### src/rtl/dhaf_pkg.sv
// ----------------------------------------------------------------------------
// dhaf_pkg
// shared types and constants for the diameter header and avp framer
// ----------------------------------------------------------------------------
package dhaf_pkg;

  localparam int BYTE_W    = 8;
  localparam int POS_W     = 25;
  localparam int LEN_W     = 24;
  localparam int START_W   = 26;
  localparam int CMP_W     = START_W + 1;
  localparam int HDR_BYTES = 20;
  localparam int HDR_W     = HDR_BYTES * BYTE_W;
  localparam int AVP_HDR_BASE = 8;
  localparam int AVP_HDR_VEND = 12;
  localparam int AVP_WORDS = 3;

  localparam logic [POS_W-1:0] POS_MAX      = {POS_W{1'b1}};
  localparam logic [7:0]       DIAM_VERSION = 8'd1;

  typedef enum logic [1:0] {
    KIND_HDR    = 2'd0,
    KIND_AVP    = 2'd1,
    KIND_STATUS = 2'd2
  } kind_t;

  typedef enum logic [2:0] {
    ST_OK          = 3'd0,
    ST_SHORT       = 3'd1,
    ST_VERSION     = 3'd2,
    ST_MSGLEN      = 3'd3,
    ST_INCOMPLETE  = 3'd4,
    ST_AVP_TRUNC   = 3'd5,
    ST_AVP_SMALL   = 3'd6,
    ST_AVP_OVERRUN = 3'd7
  } status_t;

  typedef struct packed {
    kind_t       kind;
    logic [31:0] code;
    logic [7:0]  flags;
    logic [23:0] len;
    logic [31:0] ida;
    logic [31:0] hop;
    logic [31:0] endi;
    status_t     st;
    logic        last;
  } rec_t;

  // records produced by one accepted byte, rec0 first
  typedef struct packed {
    logic [1:0] n;
    rec_t       rec0;
    rec_t       rec1;
  } step_t;

endpackage

### src/rtl/dhaf_in_if.sv
// ----------------------------------------------------------------------------
// dhaf_in_if
// byte channel into the framer
// ----------------------------------------------------------------------------
interface dhaf_in_if;
  import dhaf_pkg::*;

  logic              valid;
  logic              ready;
  logic [BYTE_W-1:0] data_byte;
  logic              end_of_buffer;

  modport source (output valid, data_byte, end_of_buffer, input ready);
  modport sink   (input valid, data_byte, end_of_buffer, output ready);
endinterface

### src/rtl/dhaf_out_if.sv
// ----------------------------------------------------------------------------
// dhaf_out_if
// record channel out of the framer
// ----------------------------------------------------------------------------
interface dhaf_out_if;
  import dhaf_pkg::*;

  logic        valid;
  logic        ready;
  logic [1:0]  record_kind;
  logic [31:0] code;
  logic [7:0]  flag_bits;
  logic [23:0] length_value;
  logic [31:0] ident_a;
  logic [31:0] hop_ident;
  logic [31:0] end_ident;
  logic [2:0]  status;
  logic        last;

  modport source (output valid, record_kind, code, flag_bits, length_value, ident_a,
                  hop_ident, end_ident, status, last, input ready);
  modport sink   (input valid, record_kind, code, flag_bits, length_value, ident_a,
                  hop_ident, end_ident, status, last, output ready);
endinterface

### src/rtl/dhaf_parser.sv
// ----------------------------------------------------------------------------
// dhaf_parser
// per-byte header capture, avp walk and end-of-buffer status
// ----------------------------------------------------------------------------
module dhaf_parser (
  input  logic                  clk,
  input  logic                  rst_n,
  input  logic                  take,
  input  logic [7:0]            data_byte,
  input  logic                  end_of_buffer,
  output dhaf_pkg::step_t       step
);
  import dhaf_pkg::*;

  logic [POS_W-1:0]   pos_r, pos_nxt;
  logic [HDR_W-1:0]   hdr_r, hdr_nxt, hdr_full;
  logic [LEN_W-1:0]   mlen_r, mlen_nxt;
  logic [START_W-1:0] start_r, start_nxt;
  logic [31:0]        avp_w_r [AVP_WORDS];
  logic [31:0]        avp_w_nxt [AVP_WORDS];
  logic [31:0]        w_upd [AVP_WORDS];
  logic               vend_hdr_r, vend_hdr_nxt;
  status_t            ferr_r, ferr_nxt;
  logic               active_r, active_nxt;

  logic [7:0]         hdr_ver;
  logic [LEN_W-1:0]   hdr_ml;
  logic               in_hdr, hdr_done, in_avp;
  logic [START_W-1:0] idx;
  logic [LEN_W-1:0]   alen;
  logic               vflag;
  logic [1:0]         pad;
  logic [CMP_W-1:0]   start_x, mlen_x, alen_x;
  logic               trunc_vend, overrun;
  logic [START_W-1:0] next_start;
  logic               finish;
  logic               have_main, begin_go;
  logic [START_W-1:0] begin_start;
  rec_t               rec_main, rec_stat;
  status_t            st;
  logic               short_buf, incomplete;

  // header bytes, first byte at the top
  assign hdr_full = {hdr_r[HDR_W-BYTE_W-1:0], data_byte};
  assign hdr_ver  = hdr_full[HDR_W-1 -: 8];
  assign hdr_ml   = hdr_full[HDR_W-9 -: LEN_W];

  assign in_hdr   = pos_r < POS_W'(HDR_BYTES);
  assign hdr_done = pos_r == POS_W'(HDR_BYTES - 1);
  assign in_avp   = !in_hdr && (ferr_r == ST_OK) && active_r &&
                    ({1'b0, pos_r} >= start_r) && (pos_r < POS_W'(mlen_r));
  assign idx      = {1'b0, pos_r} - start_r;

  // each avp header word takes its four bytes in order
  always_comb begin
    for (int i = 0; i < AVP_WORDS; i++) begin
      if (in_avp && (idx < START_W'(AVP_HDR_VEND)) && (idx[3:2] == 2'(i)))
        w_upd[i] = {avp_w_r[i][23:0], data_byte};
      else
        w_upd[i] = avp_w_r[i];
    end
  end

  assign alen       = w_upd[1][LEN_W-1:0];
  assign vflag      = w_upd[1][31];
  assign pad        = 2'(2'd0 - alen[1:0]);
  assign start_x    = {1'b0, start_r};
  assign mlen_x     = CMP_W'(mlen_r);
  assign alen_x     = CMP_W'(alen);
  assign trunc_vend = (start_x + CMP_W'(AVP_HDR_VEND)) > mlen_x;
  assign overrun    = (start_x + alen_x) > mlen_x;
  assign next_start = START_W'(start_x + alen_x + CMP_W'(pad));

  always_comb begin
    pos_nxt      = pos_r;
    hdr_nxt      = hdr_r;
    mlen_nxt     = mlen_r;
    start_nxt    = start_r;
    avp_w_nxt    = avp_w_r;
    vend_hdr_nxt = vend_hdr_r;
    ferr_nxt     = ferr_r;
    active_nxt   = active_r;
    rec_main     = '0;
    have_main    = 1'b0;
    begin_go     = 1'b0;
    begin_start  = start_r;
    finish       = 1'b0;

    if (in_hdr) begin
      hdr_nxt = hdr_full;
      if (hdr_done) begin
        if (hdr_ver != DIAM_VERSION) begin
          ferr_nxt = ST_VERSION;
        end else if (hdr_ml < LEN_W'(HDR_BYTES)) begin
          ferr_nxt = ST_MSGLEN;
        end else begin
          mlen_nxt       = hdr_ml;
          rec_main.kind  = KIND_HDR;
          rec_main.code  = 32'(hdr_full[119:96]);
          rec_main.flags = hdr_full[127:120];
          rec_main.len   = hdr_ml;
          rec_main.ida   = hdr_full[95:64];
          rec_main.hop   = hdr_full[63:32];
          rec_main.endi  = hdr_full[31:0];
          have_main      = 1'b1;
          begin_go       = 1'b1;
          begin_start    = START_W'(HDR_BYTES);
        end
      end
    end else if (in_avp) begin
      avp_w_nxt = w_upd;
      if (idx == START_W'(AVP_HDR_BASE - 1)) begin
        if (alen < LEN_W'(AVP_HDR_BASE)) begin
          ferr_nxt   = ST_AVP_SMALL;
          active_nxt = 1'b0;
        end else if (vflag) begin
          if (trunc_vend) begin
            ferr_nxt   = ST_AVP_TRUNC;
            active_nxt = 1'b0;
          end else begin
            vend_hdr_nxt = 1'b1;
          end
        end else begin
          finish = 1'b1;
        end
      end else if ((idx == START_W'(AVP_HDR_VEND - 1)) && vend_hdr_r) begin
        if (alen < LEN_W'(AVP_HDR_VEND)) begin
          ferr_nxt   = ST_AVP_SMALL;
          active_nxt = 1'b0;
        end else begin
          finish = 1'b1;
        end
      end
      if (finish) begin
        if (overrun) begin
          ferr_nxt   = ST_AVP_OVERRUN;
          active_nxt = 1'b0;
        end else begin
          rec_main.kind  = KIND_AVP;
          rec_main.code  = w_upd[0];
          rec_main.flags = w_upd[1][31:24];
          rec_main.len   = alen;
          rec_main.ida   = vflag ? w_upd[2] : 32'd0;
          have_main      = 1'b1;
          begin_go       = 1'b1;
          begin_start    = next_start;
        end
      end
    end

    // open the next avp, or end the walk at the message length, flagging an avp header cut by it
    if (begin_go) begin
      for (int i = 0; i < AVP_WORDS; i++) avp_w_nxt[i] = '0;
      vend_hdr_nxt = 1'b0;
      start_nxt    = begin_start;
      if ({1'b0, begin_start} >= CMP_W'(mlen_nxt)) begin
        active_nxt = 1'b0;
      end else if (({1'b0, begin_start} + CMP_W'(AVP_HDR_BASE)) > CMP_W'(mlen_nxt)) begin
        active_nxt = 1'b0;
        ferr_nxt   = ST_AVP_TRUNC;
      end else begin
        active_nxt = 1'b1;
      end
    end

    if (pos_r != POS_MAX) pos_nxt = pos_r + POS_W'(1);

    // final status ranking
    short_buf  = pos_r < POS_W'(HDR_BYTES - 1);
    incomplete = ({1'b0, pos_r} + START_W'(1)) < START_W'(mlen_nxt);
    if (short_buf) st = ST_SHORT;
    else if (ferr_nxt == ST_VERSION || ferr_nxt == ST_MSGLEN) st = ferr_nxt;
    else if (incomplete) st = ST_INCOMPLETE;
    else st = ferr_nxt;

    rec_stat      = '0;
    rec_stat.kind = KIND_STATUS;
    rec_stat.st   = st;
    rec_stat.last = 1'b1;

    if (end_of_buffer) begin
      pos_nxt      = '0;
      mlen_nxt     = '0;
      start_nxt    = START_W'(HDR_BYTES);
      vend_hdr_nxt = 1'b0;
      ferr_nxt     = ST_OK;
      active_nxt   = 1'b0;
    end
  end

  assign step.n    = take ? ({1'b0, have_main} + {1'b0, end_of_buffer}) : 2'd0;
  assign step.rec0 = have_main ? rec_main : rec_stat;
  assign step.rec1 = rec_stat;

  always_ff @(posedge clk) begin
    if (!rst_n) begin
      pos_r      <= '0;
      mlen_r     <= '0;
      start_r    <= START_W'(HDR_BYTES);
      vend_hdr_r <= 1'b0;
      ferr_r     <= ST_OK;
      active_r   <= 1'b0;
    end else if (take) begin
      pos_r      <= pos_nxt;
      mlen_r     <= mlen_nxt;
      start_r    <= start_nxt;
      vend_hdr_r <= vend_hdr_nxt;
      ferr_r     <= ferr_nxt;
      active_r   <= active_nxt;
    end
  end

  always_ff @(posedge clk) begin
    if (take) begin
      hdr_r   <= hdr_nxt;
      avp_w_r <= avp_w_nxt;
    end
  end

  a_active_no_err: assert property (@(posedge clk) disable iff (!rst_n)
    active_r |-> ferr_r == ST_OK)
    else $error("avp walk active after an error");

  a_err_code: assert property (@(posedge clk) disable iff (!rst_n)
    ferr_r != ST_SHORT && ferr_r != ST_INCOMPLETE)
    else $error("stored error holds a status-only code");

  a_eob_clears: assert property (@(posedge clk) disable iff (!rst_n)
    take && end_of_buffer |=> pos_r == '0 && !active_r && ferr_r == ST_OK)
    else $error("state not cleared after last byte");
endmodule

### src/rtl/dhaf_out_fifo.sv
// ----------------------------------------------------------------------------
// dhaf_out_fifo
// record queue, up to two pushes and one pop a cycle
// ----------------------------------------------------------------------------
module dhaf_out_fifo #(
  parameter int DEPTH = 4
) (
  input  logic              clk,
  input  logic              rst_n,
  input  dhaf_pkg::step_t   step,
  output logic              room,
  dhaf_out_if.source        out_ch
);
  import dhaf_pkg::*;

  localparam int PTR_W = (DEPTH > 1) ? $clog2(DEPTH) : 1;
  localparam int CNT_W = $clog2(DEPTH + 1);

  rec_t             mem_r [DEPTH];
  rec_t             head;
  logic [PTR_W-1:0] wr_ptr_r, wr_ptr_nxt, wr_ptr1;
  logic [PTR_W-1:0] rd_ptr_r, rd_ptr_nxt;
  logic [CNT_W-1:0] cnt_r, cnt_nxt;
  logic             pop;

  function automatic logic [PTR_W-1:0] ptr_inc(input logic [PTR_W-1:0] p);
    ptr_inc = (p == PTR_W'(DEPTH - 1)) ? '0 : p + PTR_W'(1);
  endfunction

  assign wr_ptr1 = ptr_inc(wr_ptr_r);
  assign pop     = out_ch.valid && out_ch.ready;
  assign room    = cnt_r <= CNT_W'(DEPTH - 2);

  always_comb begin
    case (step.n)
      2'd1:    wr_ptr_nxt = wr_ptr1;
      2'd2:    wr_ptr_nxt = ptr_inc(wr_ptr1);
      default: wr_ptr_nxt = wr_ptr_r;
    endcase
    rd_ptr_nxt = pop ? ptr_inc(rd_ptr_r) : rd_ptr_r;
    cnt_nxt    = cnt_r + CNT_W'(step.n) - CNT_W'(pop);
  end

  always_ff @(posedge clk) begin
    if (!rst_n) begin
      wr_ptr_r <= '0;
      rd_ptr_r <= '0;
      cnt_r    <= '0;
    end else begin
      wr_ptr_r <= wr_ptr_nxt;
      rd_ptr_r <= rd_ptr_nxt;
      cnt_r    <= cnt_nxt;
    end
  end

  always_ff @(posedge clk) begin
    if (step.n != 2'd0) mem_r[wr_ptr_r] <= step.rec0;
    if (step.n == 2'd2) mem_r[wr_ptr1]  <= step.rec1;
  end

  assign head                = mem_r[rd_ptr_r];
  assign out_ch.valid        = cnt_r != '0;
  assign out_ch.record_kind  = head.kind;
  assign out_ch.code         = head.code;
  assign out_ch.flag_bits    = head.flags;
  assign out_ch.length_value = head.len;
  assign out_ch.ident_a      = head.ida;
  assign out_ch.hop_ident    = head.hop;
  assign out_ch.end_ident    = head.endi;
  assign out_ch.status       = head.st;
  assign out_ch.last         = head.last;

  a_cnt_bound: assert property (@(posedge clk) disable iff (!rst_n)
    cnt_r <= CNT_W'(DEPTH))
    else $error("record queue count past depth");

  a_push_room: assert property (@(posedge clk) disable iff (!rst_n)
    step.n != 2'd0 |-> cnt_r <= CNT_W'(DEPTH - 2))
    else $error("records pushed without room for two");

  a_last_is_status: assert property (@(posedge clk) disable iff (!rst_n)
    out_ch.valid && out_ch.last |-> out_ch.record_kind == KIND_STATUS)
    else $error("last flag on a non-status record");
endmodule

### src/rtl/diameter_header_avp_framer_top.sv
// ----------------------------------------------------------------------------
// diameter_header_avp_framer_top
// byte-serial diameter header check and avp header walk
// ----------------------------------------------------------------------------
// usage:
//   in_ch carries one buffer byte per item with end_of_buffer on the last one.
//   out_ch carries records: one message header record once byte 20 is in and
//   the header is sound, one record per good avp header, and a status record
//   with last set after the final byte of every buffer.
//   a byte is taken every cycle while ready is high; all work for a byte is
//   done in the cycle it is accepted, and its records are written into the
//   output queue as the byte is taken (throughput 1 byte/cycle while ready is high).
//   records go into a small queue; ready drops while fewer than two free
//   entries remain, so a receiver that stalls back-pressures the byte stream
//   and nothing is lost. the last byte of a buffer can give two records.
//   synchronous reset empties the queue and returns the parser to the start
//   of a buffer; the parser alone also does this internally after every last byte.
// ----------------------------------------------------------------------------
module diameter_header_avp_framer_top #(
  parameter int FIFO_DEPTH = 4
) (
  input  logic        clk,
  input  logic        rst_n,
  dhaf_in_if.sink     in_ch,
  dhaf_out_if.source  out_ch
);
  import dhaf_pkg::*;

  logic  take;
  logic  room;
  step_t step;

  // byte accepted this cycle
  assign in_ch.ready = room;
  assign take        = in_ch.valid && room;

  // header capture, avp walk, status ranking
  dhaf_parser u_parser (
    .clk           (clk),
    .rst_n         (rst_n),
    .take          (take),
    .data_byte     (in_ch.data_byte),
    .end_of_buffer (in_ch.end_of_buffer),
    .step          (step)
  );

  // record queue in front of the output handshake
  dhaf_out_fifo #(
    .DEPTH (FIFO_DEPTH)
  ) u_out_fifo (
    .clk    (clk),
    .rst_n  (rst_n),
    .step   (step),
    .room   (room),
    .out_ch (out_ch)
  );
endmodule

### src/flat_wrapper.sv
// flat-port wrapper written by rule: the top's interface ports become plain ports
module diameter_header_avp_framer_top_flat import dhaf_pkg::*;
#(
  parameter int FIFO_DEPTH = 4
)
  (clk, rst_n, in_ch_valid, in_ch_data_byte, in_ch_end_of_buffer, in_ch_ready, out_ch_valid, out_ch_record_kind, out_ch_code, out_ch_flag_bits, out_ch_length_value, out_ch_ident_a, out_ch_hop_ident, out_ch_end_ident, out_ch_status, out_ch_last, out_ch_ready);
  dhaf_in_if in_ch_i ();
  dhaf_out_if out_ch_i ();
  input  logic clk;
  input  logic rst_n;
  input wire logic [$bits(in_ch_i.valid)-1:0] in_ch_valid;
  input wire logic [$bits(in_ch_i.data_byte)-1:0] in_ch_data_byte;
  input wire logic [$bits(in_ch_i.end_of_buffer)-1:0] in_ch_end_of_buffer;
  output wire logic [$bits(in_ch_i.ready)-1:0] in_ch_ready;
  output wire logic [$bits(out_ch_i.valid)-1:0] out_ch_valid;
  output wire logic [$bits(out_ch_i.record_kind)-1:0] out_ch_record_kind;
  output wire logic [$bits(out_ch_i.code)-1:0] out_ch_code;
  output wire logic [$bits(out_ch_i.flag_bits)-1:0] out_ch_flag_bits;
  output wire logic [$bits(out_ch_i.length_value)-1:0] out_ch_length_value;
  output wire logic [$bits(out_ch_i.ident_a)-1:0] out_ch_ident_a;
  output wire logic [$bits(out_ch_i.hop_ident)-1:0] out_ch_hop_ident;
  output wire logic [$bits(out_ch_i.end_ident)-1:0] out_ch_end_ident;
  output wire logic [$bits(out_ch_i.status)-1:0] out_ch_status;
  output wire logic [$bits(out_ch_i.last)-1:0] out_ch_last;
  input wire logic [$bits(out_ch_i.ready)-1:0] out_ch_ready;
  assign in_ch_i.valid = in_ch_valid;
  assign in_ch_i.data_byte = in_ch_data_byte;
  assign in_ch_i.end_of_buffer = in_ch_end_of_buffer;
  assign in_ch_ready = in_ch_i.ready;
  assign out_ch_valid = out_ch_i.valid;
  assign out_ch_record_kind = out_ch_i.record_kind;
  assign out_ch_code = out_ch_i.code;
  assign out_ch_flag_bits = out_ch_i.flag_bits;
  assign out_ch_length_value = out_ch_i.length_value;
  assign out_ch_ident_a = out_ch_i.ident_a;
  assign out_ch_hop_ident = out_ch_i.hop_ident;
  assign out_ch_end_ident = out_ch_i.end_ident;
  assign out_ch_status = out_ch_i.status;
  assign out_ch_last = out_ch_i.last;
  assign out_ch_i.ready = out_ch_ready;
  diameter_header_avp_framer_top #(.FIFO_DEPTH(FIFO_DEPTH)) u_core (.clk(clk), .rst_n(rst_n), .in_ch(in_ch_i), .out_ch(out_ch_i));
endmodule
### config.mk
export PLATFORM = sky130hd
export DESIGN_NAME = diameter_header_avp_framer_top_flat
export DESIGN_NICKNAME = d
export VERILOG_FILES = /design/src/rtl/dhaf_pkg.sv /design/src/rtl/dhaf_in_if.sv /design/src/rtl/dhaf_out_if.sv /design/src/rtl/dhaf_parser.sv /design/src/rtl/dhaf_out_fifo.sv /design/src/rtl/diameter_header_avp_framer_top.sv /design/src/flat_wrapper.sv
export SDC_FILE = /design/constraint.sdc
export NUM_CORES = 2
export LEC_CHECK = 0
export BUFFER_PORTS_ARGS = -buffer_cell sky130_fd_sc_hd__buf_4
export CORE_ASPECT_RATIO = 1.5
export CORE_MARGIN = 3
export CORE_UTILIZATION = 50
export DETAILED_ROUTE_END_ITERATION = 12
export GPL_TIMING_DRIVEN = 0
export HOLD_SLACK_MARGIN = 0.02
export MAX_ROUTING_LAYER = met4
export PLACE_DENSITY = 0.65
export RECOVER_POWER = 100
export SLEW_MARGIN = 20
export SYNTH_ARGS = -nofsm -noshare
export SYNTH_HDL_FRONTEND = slang
export SYNTH_HIERARCHICAL = 1
export SYNTH_SLANG_ARGS = --single-unit
### constraint.sdc
create_clock -name clk -period 21.1 [get_ports clk]
set_input_delay 0 -clock clk [delete_from_list [all_inputs] [get_ports clk]]
set_output_delay 0 -clock clk [all_outputs]
set_load 0.01 [all_outputs]
==> out/metrics.cfg <==
[global_routing]
busiest_layer=met2
grt_max_degree=55
use_met1_pct=33.3
grt_pass1_wl_um=259000
met2_usage_pct=50.9
grt.met3_usage_pct=5.11
grt_overflow=0
grt_pass1_vias=39600
antenna_found_initial=5
track_usage_pct=30.2

[critical_path]
crit_family=simple AND/OR/NAND/NOR gates
cp_common_cell=clkbuf_1
worstPathMaxFanout=16
crit_slowest_cell=mux2i_1
worstSetupPathType=flop to flop
critPathMaxStageDelay_ps=760
rr_startpoint=u_core/u_parser/start_r[4]
critPathBufInv=13
reg2reg_slack_ps=2510
cp-end-kind=flop
arrival_ps=18930
reg2reg_to=u_core/u_out_fifo/mem_r[1][87]
required_ps=21440
ff2ff_path_depth=47
start_kind=flop

[drt]
drt_pre_antenna_iters=6
vias=38600
routed_wl_um=177000
vias_per_cell=5.90
final_antenna_net_count=0
wire_per_inst_um=27.0
drcViolationCount=0
drtIter0Drc=2918

[synthesis]
synth_top_cell_by_area=edfxtp_1
synth.area.top_cells=edfxtp_1 (48%), mux2_2 (13%), mux4_2 (6.5%), ha_1 (4.5%), dfxtp_1 (3.1%)
avgSynthCellArea_um2=13.0
synth_area_um2=57600
synth-edff-count=912
yosysMostFrequentCell=edfxtp_1
synth_flop_cell=edfxtp_1
netlist_instances=4429
yosys_warnings=6
async_reset_ff_share_pct=0
synth_top_area_share_pct=47.6
yosysSeqAreaShare_pct=50.7
ys_ff_latch=1001
synthTopCellsByCount=edfxtp_1 (912), mux2_2 (666), nor2_1 (241), nand2_1 (229), ha_1 (209)
yosysUniqueCellTypes=103

[timing]
grt_setup_unrepaired=false
finalCritPeriodShare_pct=88.1
timing_hold_violations_final=0
final_max_slew_viol_count=310
slew_headroom_pct=-139
max_clock_freq_ghz=0.0538
layout_min_cycle_time_ps=18590
setup_ws_ps=2510
worst_pin_slew_ps=3580
whs_ps=191
finalSetupViolCount=0
skew_ps=76.7

[floorplan]
die_h_um=422
rows=151
ios=181
die_x_um=283
core_um2=114000
die-area_um2=119000
initial_core_util_pct=50.7

[placed_design]
place.gp.congestion=1.02
pre_cts_ws_ps=4600
placed_cell_area_um2=62800
io_buffers=180
dp_hpwl_um=133000

[pwr]
vdd_drop_max_v=0.0000767
power_density_nw_per_um2=75.2
power_uw=4880
leakagePower_uw=0.0260

[hold_path]
hold_path_class=input port to flop
min_path_cells=3
worstHoldStart=in_ch_end_of_buffer
whs_endpoint=u_core/u_parser/pos_r[24]

[cells_and_area]
syn_to_final_growth_pct=12.9
postLayoutCellArea_um2=65000
final.fill_count=9587
fin_nets=5159
drive_gt1_share_pct=25.9

[cts]
cts_buffers=97
cts_max_level=3
clock_latency_ps=720
clk_path_buf_depth=3
clockRootBuffer=clkbuf_16
cts_tree=built
cts_setup_buffers=0
clkTransAtPathRegs_ps=70
clock-sinks=1001

[flow_run]
cap_violations=10

[outcome]
status=finished, violations left
violations=capacitance limit, slew limit

==> timing repair <==
| action | in CTS | in global routing |
|---|---|---|
| endpoints found under the hold margin | 77 | 0 |
| resized for setup | 0 | 0 |
| setup endpoints to repair | 0 | 0 |
| hold buffers | 12 | 0 |
==> logic make-up after synthesis <==
kind of cell	after synthesis	synth area share [%]
flops	1001	50.7
other cells	2	0.0130
mux	934	21.3
simple gates	994	8.82
compound gates	654	7.52
buf+inv	533	5.49
xor+xnor	98	1.50
fa+ha+maj	213	4.68
==> worst max-delay path by stage <==
stage          slack (ps)                              end                  startpoint  cells after the start
2_1_floorplan        -460    u_core/u_out_fifo/mem_r[2][0]    u_core/u_parser/pos_r[0]                     42
3_3_place_gp       -16700  u_core/u_out_fifo/mem_r[2][116]  u_core/u_parser/start_r[4]                     42
3_5_place_dp         4600    u_core/u_out_fifo/mem_r[2][2]  u_core/u_parser/start_r[4]                     55
4_1_cts              4440    u_core/u_out_fifo/mem_r[3][2]  u_core/u_parser/start_r[4]                     55
5_1_grt              1830   u_core/u_out_fifo/mem_r[1][90]  u_core/u_parser/start_r[4]                     47
6_report             2510   u_core/u_out_fifo/mem_r[1][87]  u_core/u_parser/start_r[4]                     47
==> worst register-to-register path, delay by kind of cell (launching register included) <==
family / cells / cell delay [ps]
flops: 1 / 390
compound gates: 12 / 4160
fa+ha+maj: 5 / 1650
buf+inv: 13 / 5240
simple gates: 15 / 5790
xor+xnor: 1 / 240
mux: 1 / 770
==> per-layer routing <==
layer,vias up,part of all wire [%]
met1,19300,37
li1,17700,-
met3,408,5.7
met4,0,7.8
met5,-,0
met2,1266,50
==> placed cells by master (no fill, tap or decap), types with 25 or more instances in the layout <==
cell type,Yosys,layout
buf_4,204,192
and2_1,114,94
inv_1,128,129
mux2_2,666,665
clkbuf_16,0,98
and3_1,25,25
edfxtp_1,912,912
nor2_1,241,241
nand2_1,229,233
xnor2_1,64,64
clkbuf_1,89,368
a21boi_0,29,29
a21o_1,48,48
a211oi_1,24,25
buf_2,61,41
nand4_1,62,62
xor2_1,33,33
nor4_1,43,43
ha_1,209,209
conb_1,2,163
a22oi_1,31,31
nor2b_1,25,25
mux4_2,166,166
o21ai_0,157,153
buf_16,0,41
o21ai_1,46,47
o22ai_1,29,29
dfxtp_1,89,89
mux2i_1,101,100
nor3_1,48,49
a21oi_1,128,128
nand3_1,83,83
==> cell type report <==
cell class	instances	area [µm²]	area share (%)
tap	1530	1910	2.95
multi-input combinational	3056	25800	39.8
buffer	402	2230	3.43
sequential	1001	29200	44.9
clock inverter	64	727	1.12
timing repair buffer	244	2060	3.18
clock buffer	115	2520	3.87
antenna	2	5.00	0.00770
inverter	131	492	0.757
==> registers in the layout (all words and copies together), names as in the netlist, 2 cells and up, named ones only <==
register,cells
u_core/u_parser/avp_w_r,96
u_core/u_parser/ferr_r,3
u_core/u_out_fifo/cnt_r,3
u_core/u_parser/start_r,26
u_core/u_parser/mlen_r,24
u_core/u_out_fifo/mem_r,664
u_core/u_out_fifo/wr_ptr_r,2
u_core/u_parser/pos_r,25
u_core/u_parser/hdr_r,152
u_core/u_out_fifo/rd_ptr_r,2
==> power breakdown <==
group	internal [µW]	leakage (µW)	switching [µW]	total, µW
logic	287	0.0143	435	721
clock network	1020	0.00158	794	1810
registers	2290	0.0100	59.0	2350
==> through the flow <==
step	utilization (%)	TNS (ps)	cells
after floorplan	-	-302380	4590
after global placement	54.1	-	6300
after detailed placement	55.3	0	6350
after CTS	58.3	0	6541
after global routing	57.2	0	6543
final	57.2	0	6545
(Power assumes the default switching activity.)
